===== src/sv/c2p_pkg.sv =====
// Shared types and constants for the conservative-to-primitive converter.
package c2p_pkg;

  localparam int FRAC_BITS = 16;
  localparam int DATA_W    = 32;
  localparam int CFG_W     = 31;
  localparam int LANES     = 3;

  localparam int LANE_X = 0;
  localparam int LANE_Y = 1;
  localparam int LANE_E = 2;

  localparam logic CFG_GAS = 1'b0;
  localparam logic CFG_IHC = 1'b1;

  typedef struct packed {
    logic             bad;
    logic             last;
    logic [LANES-1:0] neg;
  } c2p_side_t;

  typedef struct packed {
    logic signed [DATA_W-1:0] pressure;
    logic signed [DATA_W-1:0] velocity_x;
    logic signed [DATA_W-1:0] velocity_y;
    logic signed [DATA_W-1:0] temperature;
    logic                     bad_density;
    logic                     last_out;
  } c2p_res_t;

endpackage


===== src/sv/c2p_div_cell.sv =====
// One restoring-division cell: resolves one quotient bit for three lanes.
module c2p_div_cell #(
  parameter int NumW = 48
) (
  input  logic                                clk_i,
  input  logic                                rst_ni,
  input  logic                                en_i,
  input  logic                                valid_i,
  input  logic [c2p_pkg::CFG_W-1:0]           d_i,
  input  logic [c2p_pkg::LANES-1:0][c2p_pkg::CFG_W-1:0] rem_i,
  input  logic [c2p_pkg::LANES-1:0][NumW-1:0] num_i,
  input  c2p_pkg::c2p_side_t                  side_i,
  output logic                                valid_o,
  output logic [c2p_pkg::CFG_W-1:0]           d_o,
  output logic [c2p_pkg::LANES-1:0][c2p_pkg::CFG_W-1:0] rem_o,
  output logic [c2p_pkg::LANES-1:0][NumW-1:0] num_o,
  output c2p_pkg::c2p_side_t                  side_o
);
  import c2p_pkg::*;

  logic                                valid_q;
  logic [CFG_W-1:0]                    d_q;
  logic [LANES-1:0][CFG_W-1:0]         rem_q, rem_d;
  logic [LANES-1:0][NumW-1:0]          num_q, num_d;
  c2p_side_t                           side_q;

  always_comb begin
    logic [CFG_W:0] trial;
    logic           ge;
    for (int l = 0; l < LANES; l++) begin
      trial    = {rem_i[l], num_i[l][NumW-1]};
      ge       = (trial >= {1'b0, d_i});
      rem_d[l] = ge ? CFG_W'(trial - {1'b0, d_i}) : trial[CFG_W-1:0];
      num_d[l] = {num_i[l][NumW-2:0], ge};
    end
  end

  always_ff @(posedge clk_i or negedge rst_ni) begin
    if (!rst_ni) begin
      valid_q <= 1'b0;
    end else if (en_i) begin
      valid_q <= valid_i;
    end
  end

  always_ff @(posedge clk_i) begin
    if (en_i && valid_i) begin
      d_q    <= d_i;
      rem_q  <= rem_d;
      num_q  <= num_d;
      side_q <= side_i;
    end
  end

  assign valid_o = valid_q;
  assign d_o     = d_q;
  assign rem_o   = rem_q;
  assign num_o   = num_q;
  assign side_o  = side_q;

endmodule


===== config.mk =====
export PLATFORM = sky130hd
export DESIGN_NAME = c2p_div_cell
export DESIGN_NICKNAME = d
export VERILOG_FILES = /design/src/sv/c2p_pkg.sv /design/src/sv/c2p_div_cell.sv
export SDC_FILE = /design/constraint.sdc
export NUM_CORES = 1
export LEC_CHECK = 0
export BUFFER_PORTS_ARGS = -buffer_cell sky130_fd_sc_hd__buf_4
export CORE_MARGIN = 2
export CORE_UTILIZATION = 25
export CTS_CLUSTER_SIZE = 14
export DETAILED_ROUTE_END_ITERATION = 8
export GPL_TIMING_DRIVEN = 1
export PLACE_DENSITY_LB_ADDON = 0.08
export SYNTH_ARGS = -nofsm -noshare
export SYNTH_HDL_FRONTEND = slang
export SYNTH_SLANG_ARGS = --single-unit

===== constraint.sdc =====
create_clock -name clk_i -period 0.8 [get_ports clk_i]
set_clock_uncertainty 0.1 [all_clocks]
set_input_delay 0.16 -clock clk_i [delete_from_list [all_inputs] [get_ports clk_i]]
set_output_delay 0.16 -clock clk_i [all_outputs]
set_load 0.02 [all_outputs]

# Word-level counts from Yosys, hierarchy flattened
# Index checks and enable logic that the tools add are counted.
[word_totals]
register_bits = 274
inputBits = 277
out_inout_bits = 274
elab_cells = 21
[classes]
n_addsub = 3
magnitude_cmp = 3
mux = 3
n_reduce_logical = 1
[op_table]
columns = ["operator", "n"]
rows = [
  ["$ge A32 B31 Y1", 3],
  ["$mux W31", 3],
  ["$sub A31 B31 Y31", 3],
  ["$logic_and A1 B1 Y1", 1],
]

# Logic depth before layout (Yosys ltp)
[logic_depth]
word_depth = 2
ltp_mapped = 15

# Least setup slack after synthesis
# Ideal clock, no wire load.
[synth_timing]
path_kind = "input-to-reg"
start = "in valid_i"
end = "reg d_q[0] (netlist: d_o[0]) (enable)"
arrival_ns = 6.325
t_required_ns = 0.033
setup_slack_ns = -6.292
cell_stages = 1
path_buffers = 0
cell_sequence = "and2_1"
[synth_via]
elab_chain_len = 1
[synth_lines]
columns = ["element", "line_no", "text"]
rows = [
  ["start, declared", "c2p_div_cell.sv:8", "input logic valid_i,"],
  ["$logic_and A1 B1 Y1", "c2p_div_cell.sv:47", "if (en_i && valid_i) begin"],
  ["end signal, assigned", "c2p_div_cell.sv:48", "d_q <= d_i;"],
  ["end, declared", "c2p_div_cell.sv:22", "logic [CFG_W-1:0] d_q;"],
]
# No other way between the ends.
# A chain may end at the register's enable or synchronous reset.

==> results.json <==
{
  "p_switching_w": 0.0140,
  "slew_violations": 0,
  "syn_inst": 1130,
  "antenna_left": 0,
  "min_to": "d_o[0]",
  "setup_ws_ns": -1.81,
  "finish.instance_area_um2": 27500,
  "max-slew-margin-rel_pct": 71.2,
  "gp_congestion": 0.857,
  "area_growth_pct": 94.1,
  "syn_avg_cell_area_um2": 12.5,
  "critPathSlowestCell": "a2111o_2",
  "start_util_pct": 25.2,
  "design.core.area_um2": 56200,
  "dieArea_um2": 58500,
  "grt_usage_pct": 20.2,
  "syn_area_um2": 14200,
  "synth_edf_count": 273,
  "ir_worst_vdd_mv": 1.24,
  "fin_crit_ns": 2.61,
  "synth_ff_type": "edfxtp_1",
  "grt_overflow": 0,
  "cts.root.buffer_cell": "clkbuf_16",
  "hold_start": "d_i[0]",
  "finalHoldViolCount": 56,
  "route.detailed.drc": 0,
  "die_h_um": 242,
  "cts_hold_buffers": 218,
  "worstSkewPairLatency_ns": 0.53,
  "r2r_setup_slack_ns": -0.08,
  "power_frac_seq_pct": 36.6,
  "place_area_um2": 22200,
  "comb_power_share_pct": 32.0,
  "pre_cts_ws_ns": -2.48,
  "dp.cells": 2772,
  "leakagePower_nw": 12.0,
  "stdcell_count": 3080,
  "dp_hpwl_um": 47400,
  "pwr-share-clk_pct": 31.4,
  "internal-power_w": 0.0350,
  "grt_pass1_wl_um": 89100,
  "grt_setup_unrepaired": "true",
  "grt_antenna_before_repair": 7,
  "drt_iter0_drc": 495,
  "status": "finished with violations",
  "path_clk_slew_ns": 0.05,
  "grt_max_degree": 26,
  "clock_sinks": 274,
  "crit_arrival_ns": 2.79,
  "num-nets-final": 2669,
  "max_cap_violations": 0,
  "path_cells": "buf_8 -> clkinvlp_4 -> ha_4 -> nor2b_4 -> o31a_1 -> o21ai_2 -> o31ai_4 -> a211o_1 -> nand2_2 -> a211oi_2 -> a2111o_2 -> buf_12 -> mux2_4",
  "crit_path_start": "d_i[2]",
  "grt_pass1_vias": 14200,
  "r2r_cells": 1,
  "power_w": 0.0490,
  "clock_path_buffers": 3,
  "worst_slew_pin_slew_ns": 0.427,
  "violations": "hold timing, setup timing",
  "ioPinCount": 551,
  "port_buffers": 550,
  "cts_made_buffers": 35,
  "cp-end-kind": "flip-flop",
  "final_common_cell": "buf_4",
  "die_x_um": 242,
  "vias": 13600,
  "ys_ff_latch": 274,
  "ys_seq_area_share_pct": 58.1,
  "max_freq_ghz": 0.382,
  "drive_above_1_share_pct": 50.7,
  "viasPerCell": 4.40,
  "final_cell_mix": "buf_4 (622), buf_6 (286), edfxtp_1 (273)",
  "holdWs_ns": -0.264,
  "wire_per_inst_um": 19.9,
  "synth_nets": 1503,
  "start_kind": "primary input",
  "synth_warnings": 0,
  "first_pass_iters": 5,
  "r2r-end": "valid_o",
  "cts_tree": "built",
  "async_flop_share_pct": 0.365,
  "critPathMaxStageDelay_ns": 0.41,
  "routed_wl_um": 61200,
  "post-route-period-util_pct": 327,
  "ys_types": 63,
  "critPathRequiredTime_ns": 0.98,
  "rows": 87,
  "worstHoldPathCells": 1,
  "crit_type": "in2reg",
  "switching_share_pct": 28.7,
  "r2r-start": "valid_o",
  "crit_fanout": 20,
  "finalSetupViolCount": 372,
  "power_density_nw_per_um2": 1780,
  "hold_path_class": "in2reg",
  "h-tree-depth": 2
}
-- worst max-delay path: cells and delay by family --
| family | cells | cell delay (ns) |
|---|---|---|
| AO/OA/AOI/OAI | 6 | 1.41 |
| adder cells (fa/ha/maj) | 1 | 0.28 |
| AND/OR/NAND/NOR | 2 | 0.21 |
| multiplexers | 1 | 0.30 |
| buffers and inverters | 3 | 0.42 |
-- power by group through the flow --
| stage | registers, W | logic (W) | clock network, W |
|---|---|---|---|
| 5_1_grt | 0.0180 | 0.0168 | 0.0165 |
| 2_1_floorplan | 0.0195 | 0.00492 | 0 |
| 3_3_place_gp | 0.0180 | 0.0130 | 0 |
| 4_1_cts | 0.0180 | 0.0154 | 0.0160 |
| 6_report | 0.0179 | 0.0157 | 0.0154 |
| 3_5_place_dp | 0.0180 | 0.0130 | 0 |
-- cells in the mapped netlist, types with 3 or more instances --
cell type	number	share of area, %
a21oi_1	125	4.4
o31a_1	4	0.25
clkbuf_1	11	0.29
buf_2	8	0.28
and4_1	3	0.19
o2111ai_1	3	0.19
nor2_1	80	2.1
a211oi_1	6	0.32
mux2i_1	3	0.21
mux2_2	39	3.1
buf_6	4	0.32
a31oi_1	11	0.49
ha_1	93	8.2
nor3_1	13	0.46
or2_2	5	0.22
o21bai_1	11	0.58
nand4_1	12	0.53
xnor2_1	54	3.3
a41oi_1	5	0.31
a211o_1	3	0.19
edfxtp_1	273	58
o211ai_1	3	0.16
o31ai_1	3	0.16
nand2_1	59	1.6
inv_1	58	1.5
and2_1	5	0.22
nor2b_1	15	0.66
o21ai_0	42	1.5
o21ai_1	4	0.14
mux2_4	10	1.1
fa_1	3	0.42
or3_1	3	0.13
a21o_1	36	1.9
o21a_1	20	1.1
nand2b_1	9	0.40
xor2_1	23	1.4
a2111o_1	3	0.24
and3_1	10	0.44
nand3_1	28	0.99
-- state kept, by name, summed over array words and instances, names as in the netlist --
signal	count
side_o	5
num_o	144
valid_o	1
d_o	31
rem_o	93
-- what timing repair did --
action	in CTS	in global routing
pin swaps	30	16
resized for setup	371	93
endpoints found under the hold margin	272	56
endpoints found under the setup margin	371	375
gates cloned	2	1
setup buffers	18	6
-- worst max-delay path by stage --
stage                end  depth (start not counted)
4_1_cts        rem_o[16]                         16
5_1_grt        rem_o[70]                         13
3_3_place_gp    rem_o[6]                         14
3_5_place_dp   rem_o[17]                         14
2_1_floorplan  rem_o[69]                         13
6_report       rem_o[69]                         13
-- logic make-up after synthesis --
family | share of synthesized area [%]
buffers and inverters | 2.43
adders and majority gates | 8.65
and+or+nand+nor | 8.32
AOI/OAI and AO/OA | 13.4
muxes | 4.38
DFF | 58.1
xor gates and xnor gates | 4.76
-- final cells by class --
cell class              count  area, um2
repair buffers           1152      10600
inverters                  58        239
well taps                 756        946
diodes                      5       12.5
clock buffers              41        898
fillers                  5119      28700
multi-input cells         775       6370
flip-flops and latches    274       8220
clock inverters            19        193
-- stage by stage --
stage / util [%] / TNS, ns
after global routing: 48.9 / -327.84
final: 48.9 / -308.42
after CTS: 48.2 / -317.48
after floorplan: - / -677.52
after detailed placement: 39.5 / -351.59
after global placement: 39.5 / -353.22
-- routing by layer --
metal / vias to the layer above / routed length, um / share of wire, % / global-route usage [%]
li1: 6622 / - / - / -
met1: 6519 / 23800 / 39 / 22.8
met2: 352 / 32600 / 53 / 37.8
met3: 64 / 3240 / 5.3 / 4.46
met4: 4 / 1490 / 2.4 / 6.06
met5: - / 25 / 0.041 / 0
Power figures use the tool's default switching activity.
